`src/hdl/ivr_pkg.sv`:
```
// shared types and constants of the int8 vector reduction block
package ivr_pkg;

  localparam int unsigned ElemW  = 8;
  localparam int unsigned ProdW  = 2 * ElemW;
  localparam int unsigned SumW   = 32;
  localparam int unsigned FracW  = 16;
  localparam int unsigned RootW  = SumW + FracW;
  localparam int unsigned CfgIdxW = 2;

  // first trial bit of the shift-subtract square root
  localparam logic [RootW-1:0] RootFirstBit = RootW'(1) << (RootW - 2);

  typedef enum logic [1:0] {
    MODE_DOT      = 2'd0,
    MODE_NORM     = 2'd1,
    MODE_ALL_EQ   = 2'd2,
    MODE_ALL_DIFF = 2'd3
  } mode_e;

  typedef enum logic [CfgIdxW-1:0] {
    REG_MODE      = 2'd0,
    REG_USE_CONST = 2'd1,
    REG_CONST_OP  = 2'd2
  } cfg_reg_e;

  typedef enum logic {
    ST_ACCUM = 1'b0,
    ST_ROOT  = 1'b1
  } state_e;

  typedef struct packed {
    logic acc;          // element accepted, accumulate it
    logic load_direct;  // last element, result ready at once
    logic root_start;   // last element in norm mode, start the root
    logic root_step;    // one root iteration
    logic load_root;    // root finished, move it to the result register
  } ctrl_cmd_t;

  typedef struct packed {
    logic mode_norm;
    logic root_done;
  } dp_status_t;

endpackage

```
`src/hdl/ivr_if.sv`:
```
// handshake channels of the int8 vector reduction block
interface ivr_elem_if;
  logic                               valid;
  logic                               ready;
  logic signed [ivr_pkg::ElemW-1:0]   element_a;
  logic signed [ivr_pkg::ElemW-1:0]   element_b;
  logic                               last_element;

  modport source (output valid, element_a, element_b, last_element, input ready);
  modport sink   (input valid, element_a, element_b, last_element, output ready);
endinterface

interface ivr_res_if;
  logic                               valid;
  logic                               ready;
  logic signed [ivr_pkg::SumW-1:0]    sum_result;
  logic                               compare_true;

  modport source (output valid, sum_result, compare_true, input ready);
  modport sink   (input valid, sum_result, compare_true, output ready);
endinterface

interface ivr_cfg_if;
  logic                               valid;
  logic                               ready;
  logic [ivr_pkg::CfgIdxW-1:0]        reg_index;
  logic [ivr_pkg::ElemW-1:0]          write_data;

  modport source (output valid, reg_index, write_data, input ready);
  modport sink   (input valid, reg_index, write_data, output ready);
endinterface

```
`src/hdl/int8_vector_reduction_core.sv`:
```
// top level of the int8 vector reduction block
//
//  channel   dir  handshake      payload
//  elem_i    in   valid/ready    element_a, element_b, last_element
//  res_o     out  valid/ready    sum_result, compare_true
//  cfg_i     in   valid/ready    reg_index, write_data (ready always high)
//
// one element per cycle while a vector streams in; dot and compare results
// reach the result register on the cycle after the last element
// norm mode adds 24 root steps and one load, with elem_i.ready low
// reset: mode dot, use_constant 0, constant 0, accumulators cleared
// res_o stalls hold a dot or compare last element, or a finished root with
// elem_i.ready low, never the rest of a vector
module int8_vector_reduction_core (
  input  logic       clk_i,
  input  logic       rst_ni,
  ivr_elem_if.sink   elem_i,
  ivr_res_if.source  res_o,
  ivr_cfg_if.sink    cfg_i
);

  ivr_pkg::ctrl_cmd_t  cmd;
  ivr_pkg::dp_status_t status;

  assign cfg_i.ready = 1'b1;

  ivr_ctrl u_ctrl (
    .clk_i       (clk_i),
    .rst_ni      (rst_ni),
    .in_valid_i  (elem_i.valid),
    .in_last_i   (elem_i.last_element),
    .out_ready_i (res_o.ready),
    .status_i    (status),
    .in_ready_o  (elem_i.ready),
    .out_valid_o (res_o.valid),
    .cmd_o       (cmd)
  );

  ivr_datapath u_datapath (
    .clk_i          (clk_i),
    .rst_ni         (rst_ni),
    .element_a_i    (elem_i.element_a),
    .element_b_i    (elem_i.element_b),
    .cfg_we_i       (cfg_i.valid),
    .cfg_index_i    (cfg_i.reg_index),
    .cfg_data_i     (cfg_i.write_data),
    .cmd_i          (cmd),
    .status_o       (status),
    .sum_result_o   (res_o.sum_result),
    .compare_true_o (res_o.compare_true)
  );

  // at most one of the sequencing commands per cycle
  assert property (@(posedge clk_i) disable iff (!rst_ni)
    $onehot0({cmd.load_direct, cmd.root_start, cmd.root_step, cmd.load_root}))
    else $error("conflicting datapath commands");

  // a result is never written over one that is still waiting
  assert property (@(posedge clk_i) disable iff (!rst_ni)
    (cmd.load_direct || cmd.load_root) |-> (!res_o.valid || res_o.ready))
    else $error("result register overwritten");

  // no element is taken while the square root runs
  assert property (@(posedge clk_i) disable iff (!rst_ni)
    cmd.root_step |-> !elem_i.ready)
    else $error("element accepted during root");

  // starting the root leaves work to do on the next cycle
  assert property (@(posedge clk_i) disable iff (!rst_ni)
    cmd.root_start |=> (!status.root_done && !elem_i.ready))
    else $error("root finished without iterating");

endmodule

```
`src/hdl/ivr_ctrl.sv`:
```
// controller: accumulate / square root sequencing and result register valid
module ivr_ctrl (
  input  logic                   clk_i,
  input  logic                   rst_ni,
  input  logic                   in_valid_i,
  input  logic                   in_last_i,
  input  logic                   out_ready_i,
  input  ivr_pkg::dp_status_t    status_i,
  output logic                   in_ready_o,
  output logic                   out_valid_o,
  output ivr_pkg::ctrl_cmd_t     cmd_o
);

  ivr_pkg::state_e state_q, state_d;
  logic            out_valid_q, out_valid_d;
  logic            slot_free;

  always_ff @(posedge clk_i or negedge rst_ni) begin
    if (!rst_ni) begin
      state_q     <= ivr_pkg::ST_ACCUM;
      out_valid_q <= 1'b0;
    end else begin
      state_q     <= state_d;
      out_valid_q <= out_valid_d;
    end
  end

  always_comb begin
    state_d    = state_q;
    cmd_o      = '0;
    in_ready_o = 1'b0;
    // result register empty, or being emptied this cycle
    slot_free  = !out_valid_q || out_ready_i;

    case (state_q)
      ivr_pkg::ST_ACCUM: begin
        // only a last item that finishes at once needs the result slot
        in_ready_o = !in_last_i || status_i.mode_norm || slot_free;
        if (in_valid_i && in_ready_o) begin
          cmd_o.acc = 1'b1;
          if (in_last_i) begin
            if (status_i.mode_norm) begin
              cmd_o.root_start = 1'b1;
              state_d          = ivr_pkg::ST_ROOT;
            end else begin
              cmd_o.load_direct = 1'b1;
            end
          end
        end
      end
      ivr_pkg::ST_ROOT: begin
        if (!status_i.root_done) begin
          cmd_o.root_step = 1'b1;
        end else if (slot_free) begin
          cmd_o.load_root = 1'b1;
          state_d         = ivr_pkg::ST_ACCUM;
        end
      end
      default: begin
        state_d = ivr_pkg::ST_ACCUM;
      end
    endcase

    out_valid_d = (out_valid_q && !out_ready_i) || cmd_o.load_direct || cmd_o.load_root;
  end

  assign out_valid_o = out_valid_q;

endmodule

```
`src/hdl/ivr_datapath.sv`:
```
// datapath: config registers, multiply-accumulate, match flag, square root, result register
module ivr_datapath (
  input  logic                                clk_i,
  input  logic                                rst_ni,
  input  logic signed [ivr_pkg::ElemW-1:0]    element_a_i,
  input  logic signed [ivr_pkg::ElemW-1:0]    element_b_i,
  input  logic                                cfg_we_i,
  input  logic [ivr_pkg::CfgIdxW-1:0]         cfg_index_i,
  input  logic [ivr_pkg::ElemW-1:0]           cfg_data_i,
  input  ivr_pkg::ctrl_cmd_t                  cmd_i,
  output ivr_pkg::dp_status_t                 status_o,
  output logic signed [ivr_pkg::SumW-1:0]     sum_result_o,
  output logic                                compare_true_o
);

  ivr_pkg::mode_e                     mode_q;
  logic                               use_const_q;
  logic signed [ivr_pkg::ElemW-1:0]   const_op_q;

  logic [ivr_pkg::SumW-1:0]           running_sum_q;
  logic                               all_match_q;

  logic [ivr_pkg::RootW-1:0]          rem_q, root_q, bit_q;
  logic [ivr_pkg::RootW-1:0]          trial;

  logic signed [ivr_pkg::SumW-1:0]    sum_q;
  logic                               cmp_q;

  logic signed [ivr_pkg::ElemW-1:0]   mul_b;
  logic signed [ivr_pkg::ElemW-1:0]   partner;
  logic signed [ivr_pkg::ProdW-1:0]   prod;
  logic [ivr_pkg::SumW-1:0]           sum_next;
  logic                               match_next;
  logic                               clear;

  // config registers
  always_ff @(posedge clk_i or negedge rst_ni) begin
    if (!rst_ni) begin
      mode_q      <= ivr_pkg::MODE_DOT;
      use_const_q <= 1'b0;
      const_op_q  <= '0;
    end else if (cfg_we_i) begin
      case (ivr_pkg::cfg_reg_e'(cfg_index_i))
        ivr_pkg::REG_MODE:      mode_q      <= ivr_pkg::mode_e'(cfg_data_i[1:0]);
        ivr_pkg::REG_USE_CONST: use_const_q <= cfg_data_i[0];
        ivr_pkg::REG_CONST_OP:  const_op_q  <= cfg_data_i;
        default: ;
      endcase
    end
  end

  // element arithmetic
  always_comb begin
    mul_b   = (mode_q == ivr_pkg::MODE_NORM) ? element_a_i : element_b_i;
    partner = use_const_q ? const_op_q : element_b_i;
    prod    = element_a_i * mul_b;

    case (mode_q)
      ivr_pkg::MODE_DOT, ivr_pkg::MODE_NORM: begin
        sum_next   = running_sum_q + {{(ivr_pkg::SumW - ivr_pkg::ProdW){prod[ivr_pkg::ProdW-1]}},
                                      prod};
        match_next = all_match_q;
      end
      ivr_pkg::MODE_ALL_EQ: begin
        sum_next   = running_sum_q;
        match_next = all_match_q && (element_a_i == partner);
      end
      default: begin
        sum_next   = running_sum_q;
        match_next = all_match_q && (element_a_i != partner);
      end
    endcase

    clear = cmd_i.load_direct || cmd_i.root_start;
    trial = root_q + bit_q;
  end

  // accumulators, back to reset value at the end of each vector
  always_ff @(posedge clk_i or negedge rst_ni) begin
    if (!rst_ni) begin
      running_sum_q <= '0;
      all_match_q   <= 1'b1;
    end else if (cmd_i.acc) begin
      if (clear) begin
        running_sum_q <= '0;
        all_match_q   <= 1'b1;
      end else begin
        running_sum_q <= sum_next;
        all_match_q   <= match_next;
      end
    end
  end

  // shift-subtract square root, one result bit per step
  always_ff @(posedge clk_i) begin
    if (cmd_i.root_start) begin
      rem_q  <= {sum_next, {ivr_pkg::FracW{1'b0}}};
      root_q <= '0;
      bit_q  <= ivr_pkg::RootFirstBit;
    end else if (cmd_i.root_step) begin
      if (rem_q >= trial) begin
        rem_q  <= rem_q - trial;
        root_q <= (root_q >> 1) + bit_q;
      end else begin
        root_q <= root_q >> 1;
      end
      bit_q <= bit_q >> 2;
    end
  end

  // result register
  always_ff @(posedge clk_i) begin
    if (cmd_i.load_direct) begin
      sum_q <= (mode_q == ivr_pkg::MODE_DOT) ? sum_next : '0;
      cmp_q <= (mode_q inside {ivr_pkg::MODE_ALL_EQ, ivr_pkg::MODE_ALL_DIFF}) ? match_next
                                                                               : 1'b0;
    end else if (cmd_i.load_root) begin
      sum_q <= root_q[ivr_pkg::SumW-1:0];
      cmp_q <= 1'b0;
    end
  end

  assign status_o.mode_norm = (mode_q == ivr_pkg::MODE_NORM);
  assign status_o.root_done = (bit_q == '0);
  assign sum_result_o       = sum_q;
  assign compare_true_o     = cmp_q;

endmodule
```
`src/flat_wrapper.sv`:
```
// flat-port wrapper written by rule: the top's interface ports become plain ports
module int8_vector_reduction_core_flat 
  (clk_i, rst_ni, elem_i_valid, elem_i_element_a, elem_i_element_b, elem_i_last_element, elem_i_ready, res_o_valid, res_o_sum_result, res_o_compare_true, res_o_ready, cfg_i_valid, cfg_i_reg_index, cfg_i_write_data, cfg_i_ready);
  ivr_elem_if elem_i_i ();
  ivr_res_if res_o_i ();
  ivr_cfg_if cfg_i_i ();
  input  logic clk_i;
  input  logic rst_ni;
  input wire logic [$bits(elem_i_i.valid)-1:0] elem_i_valid;
  input wire logic [$bits(elem_i_i.element_a)-1:0] elem_i_element_a;
  input wire logic [$bits(elem_i_i.element_b)-1:0] elem_i_element_b;
  input wire logic [$bits(elem_i_i.last_element)-1:0] elem_i_last_element;
  output wire logic [$bits(elem_i_i.ready)-1:0] elem_i_ready;
  output wire logic [$bits(res_o_i.valid)-1:0] res_o_valid;
  output wire logic [$bits(res_o_i.sum_result)-1:0] res_o_sum_result;
  output wire logic [$bits(res_o_i.compare_true)-1:0] res_o_compare_true;
  input wire logic [$bits(res_o_i.ready)-1:0] res_o_ready;
  input wire logic [$bits(cfg_i_i.valid)-1:0] cfg_i_valid;
  input wire logic [$bits(cfg_i_i.reg_index)-1:0] cfg_i_reg_index;
  input wire logic [$bits(cfg_i_i.write_data)-1:0] cfg_i_write_data;
  output wire logic [$bits(cfg_i_i.ready)-1:0] cfg_i_ready;
  assign elem_i_i.valid = elem_i_valid;
  assign elem_i_i.element_a = elem_i_element_a;
  assign elem_i_i.element_b = elem_i_element_b;
  assign elem_i_i.last_element = elem_i_last_element;
  assign elem_i_ready = elem_i_i.ready;
  assign res_o_valid = res_o_i.valid;
  assign res_o_sum_result = res_o_i.sum_result;
  assign res_o_compare_true = res_o_i.compare_true;
  assign res_o_i.ready = res_o_ready;
  assign cfg_i_i.valid = cfg_i_valid;
  assign cfg_i_i.reg_index = cfg_i_reg_index;
  assign cfg_i_i.write_data = cfg_i_write_data;
  assign cfg_i_ready = cfg_i_i.ready;
  int8_vector_reduction_core u_core (.clk_i(clk_i), .rst_ni(rst_ni), .elem_i(elem_i_i), .res_o(res_o_i), .cfg_i(cfg_i_i));
endmodule
```
`config.mk`:
```
export PLATFORM = sky130hd
export DESIGN_NAME = int8_vector_reduction_core_flat
export DESIGN_NICKNAME = d
export VERILOG_FILES = /design/src/hdl/ivr_pkg.sv /design/src/hdl/ivr_if.sv /design/src/hdl/int8_vector_reduction_core.sv /design/src/hdl/ivr_ctrl.sv /design/src/hdl/ivr_datapath.sv /design/src/flat_wrapper.sv
export SDC_FILE = /design/constraint.sdc
export NUM_CORES = 1
export LEC_CHECK = 0
export ABC_CLOCK_PERIOD_IN_PS = 8600
export BUFFER_PORTS_ARGS = -buffer_cell sky130_fd_sc_hd__buf_2
export CAP_MARGIN = 20
export CORE_ASPECT_RATIO = 0.5
export CORE_MARGIN = 1.5
export CORE_UTILIZATION = 30
export DETAILED_ROUTE_END_ITERATION = 10
export PLACE_DENSITY = 0.43
export SLEW_MARGIN = 0
export SYNTH_ARGS = -nofsm -noshare
export SYNTH_HDL_FRONTEND = slang
export SYNTH_SLANG_ARGS = --single-unit
```
`constraint.sdc`:
```
create_clock -name clk_i -period 8.6 [get_ports clk_i]
set_input_delay 1.72 -clock clk_i [delete_from_list [all_inputs] [get_ports clk_i]]
set_output_delay 1.72 -clock clk_i [all_outputs]
set_load 0.01 [all_outputs]
```
==> implementation parameters <==
Parameter                              Value

Cells and area
  Area Overhead vs Synth ... 10.90%
  Share of final-layout standard cells stronger than drive strength 1 ... 10.84%
  Commonest non-fill, non-tap cells in the layout ... sky130_fd_sc_hd__nand2_1, sky130_fd_sc_hd__nor2_1, sky130_fd_sc_hd__a21oi_1
  Antenna Diode Count ... 0
  Final design utilization ... 34.01%
  Most common cell after layout, fill and taps aside ... sky130_fd_sc_hd__nand2_1
  Total of fill cells in the finished design ... 6,398
  NumNets Final ... 2,485

Global route
  First-pass GRT wire length ... 92.12 mm
  Number of global-route vias before repair ... 15,550
  Largest net degree at the start of global routing ... 76
  Antenna violations before repair ... 1
  Total global routing overflow ... 0
  GRT Util Overall ... 18.79%

Floorplanning
  Core Footprint ... 59,910 um2
  FP Rows ... 63
  Top-level I/O count ... 68
  Die span in y ... 178.0 um
  Die width ... 353.0 um
  Die area ... 62,830 um2
  Initial core utilization ... 30.67%

Yosys
  Compound-cell area share of the yosys netlist ... 23.46%
  Share of flip-flops with an asynchronous set or reset ... 23.12%
  Cell count after synthesis ... 2,204
  Synthesized-area fraction occupied by xor and xnor cells ... 8.186%
  Number of synthesized flops with an enable pin ... 65
  Adder-Cell Fraction of Synth Area ... 16.97%
  Main combinational cell family by area after synthesis ... compound AO/OA/AOI/OAI gates
  Dominant register cell in the synthesized netlist ... sky130_fd_sc_hd__dfxtp_1
  Mux share of post-synthesis cell area ... 2.302%
  Fraction of the yosys area taken by sequential cells ... 26.48%
  FF+latch count, synth ... 199
  Syn Nets ... 2,451
  Unique cell type count in the Yosys netlist ... 90
  Simple-Gate Fraction of Synth Area ... 17.12%
  Post-Syn Area ... 18,370 um2
  Synthesized area per cell ... 8.336 um2
  Yosys synthesis warning count ... 0

Worst setup path
  Kind of critical path ... primary input to flip-flop
  Critical Path Start Type ... primary input
  CP max stage cell ... sky130_fd_sc_hd__fa_1
  R2r worst-path depth ... 35
  Critical Path End Type ... flip-flop
  Worst path arrival time ... 8.19 ns
  Max incr delay on CP ... 0.53 ns
  Cell type with the highest occurrence count on the critical path ... sky130_fd_sc_hd__inv_1
  Endpoint required time on the critical path ... 8.77 ns
  Critical-path maximum fanout ... 9

STA
  Final Max Slew Viols ... 0
  Final Hold Violating Endpoints ... 0
  Headroom to the max-slew limit ... 31.66%
  Setup-violating endpoint count in the final report ... 0
  Fin crit period ... 8.015 ns
  Actual transition at the worst max-transition pin ... 1.019 ns
  Max Fclk ... 124.8 MHz
  RSZ-0062 raised after global routing ... false
  Clk_skew ... 0.01822 ns
  Tcrit/Tclk final ... 93.20%

Drt
  Via count ... 15,900
  Drt drc ... 0
  Final routed wire length divided by cell count ... 19.05 um
  Count of TritonRoute iterations in the first routing pass ... 6
  Via density per instance ... 5.192
  ANT nets after route ... 0
  DRT Wirelength ... 58.36 mm
  Count of routing violations after the opening detailed-route iteration ... 1,039

Outcome
  Result of the run ... complete, no violations

Clock network
  Clock sink total ... 199
  Number of buffers inserted during clock tree synthesis ... 17
  Cell at the root of the clock tree ... sky130_fd_sc_hd__clkbuf_16
  Clock input transition at the sequential cells of the worst setup and hold paths ... 0.08 ns
  Maximum level of the CTS H-tree ... 4
  CTS tree ... built
  Maximum buffer depth of the clock tree ... 2
  Clock latency at the later pin of the worst-skew pair ... 0.46 ns
  Buffers inserted by post-CTS timing repair ... 0

Placed design
  RePlAce Congestion ... 0.8695
  HPWL after detailed placement ... 44.55 mm
  Port Buffers ... 66

Min path
  Path category of the worst min-delay check ... flip-flop to flip-flop
  Count of cells along the worst hold path ... 2

Job
  Max Cap Violations ... 0
-- logic make-up after synthesis --
kind of cell               Yosys count
AOI/OAI and AO/OA                  666
and+or+nand+nor                    670
buffers and inverters              242
muxes                               41
DFF                                199
adders and majority gates          215
other                                1
xor gates and xnor gates           170
-- final cells by class --
class                      count  area (um2)  share of cell area (%)
clock buffer                  18       429.2                   2.106
clock inverter                14       138.9                  0.6816
inverter                     122       457.9                   2.247
multi-input combinational   1763       12600                   61.85
sequential                   199        4866                   23.88
tap                          812        1016                   4.986
timing repair buffer         135       864.6                   4.243
-- cells in the mapped netlist (all sizes together) (35+ instances only) --
master | instances | area share (%)
ha | 158 | 11
nand3 | 56 | 1.5
fa | 57 | 6.2
a31oi | 46 | 1.7
nor3 | 35 | 1.0
edfxtp | 65 | 11
inv | 122 | 2.5
dfxtp | 88 | 9.6
dfrtp | 45 | 6.1
buf | 44 | 1.4
xnor2 | 102 | 4.9
a21oi | 169 | 4.7
clkbuf | 76 | 1.6
a21o | 36 | 1.5
nor2 | 167 | 3.4
a211oi | 40 | 1.6
xor2 | 68 | 3.2
nor2b | 51 | 1.7
o21ai | 182 | 5.0
nand2 | 225 | 4.6
-- repair_timing --
action,CTS,global route
resized for setup,0,12
setup endpoints to repair,0,15
hold buffers,0,0
-- metrics by stage --
step	std cells	cell area [um2]	worst slack [ns]	TNS, ns	hold slack (ns)
after CTS	3063	20310	0.2625	0	0.4778
after global routing	3063	20380	0.005704	0	0.5203
after global placement	3031	19740	-0.09517	-0.1840	0.4500
after floorplan	2204	18370	0.08117	0	0.4409
final	3063	20380	0.5845	0	0.4750
after detailed placement	3031	19740	-0.2448	-0.8665	0.4640
-- per-layer routing --
layer	part of all wire, %	vias to the layer above	track usage [%]
met2	42	285	28.78
met3	4.7	20	2.731
met1	53	7639	28.15
li1	-	7959	-
met5	0	-	0
met4	0.84	0	2.986
-- critical path: cells and delay by family --
kind,cells,cell delay (ns)
buf+inv,7,0.60
compound gates,9,1.84
fa+ha+maj,6,2.39
xor+xnor,2,0.45
simple gates,5,0.98
mux,1,0.20
-- state kept, by name, indices dropped and copies added, names as in the netlist, 2 cells and up --
| register | cells |
|---|---|
| u_core.u_datapath.rem_q | 48 |
| u_core.u_datapath.root_q | 48 |
| u_core.u_datapath.running_sum_q | 32 |
| u_core.u_datapath.sum_result_o | 32 |
| u_core.u_datapath.bit_q | 24 |
| u_core.u_datapath.const_op_q | 8 |
| u_core.u_datapath.mode_q | 2 |
-- path summary, 6_finish.rpt --
path / end / slack (ns) / startpoint
min reg2reg: u_core.u_datapath.rem_q[0] / 0.47 / u_core.u_datapath.rem_q[0]
max: u_core.u_datapath.rem_q[36] / 0.58 / elem_i_element_a[0]
min in group asynchronous: u_core.u_datapath.running_sum_q[29] / 1.37 / rst_ni
min: u_core.u_datapath.rem_q[0] / 0.47 / u_core.u_datapath.rem_q[0]
max reg2reg: u_core.u_datapath.rem_q[36] / 0.81 / u_core.u_datapath.mode_q[1]
max in group asynchronous: u_core.u_datapath.mode_q[1] / 6.74 / rst_ni
Power is left out: the tool's default activity adds up to more than one toggle a clock period on the data nets, which glitch-free logic cannot reach.
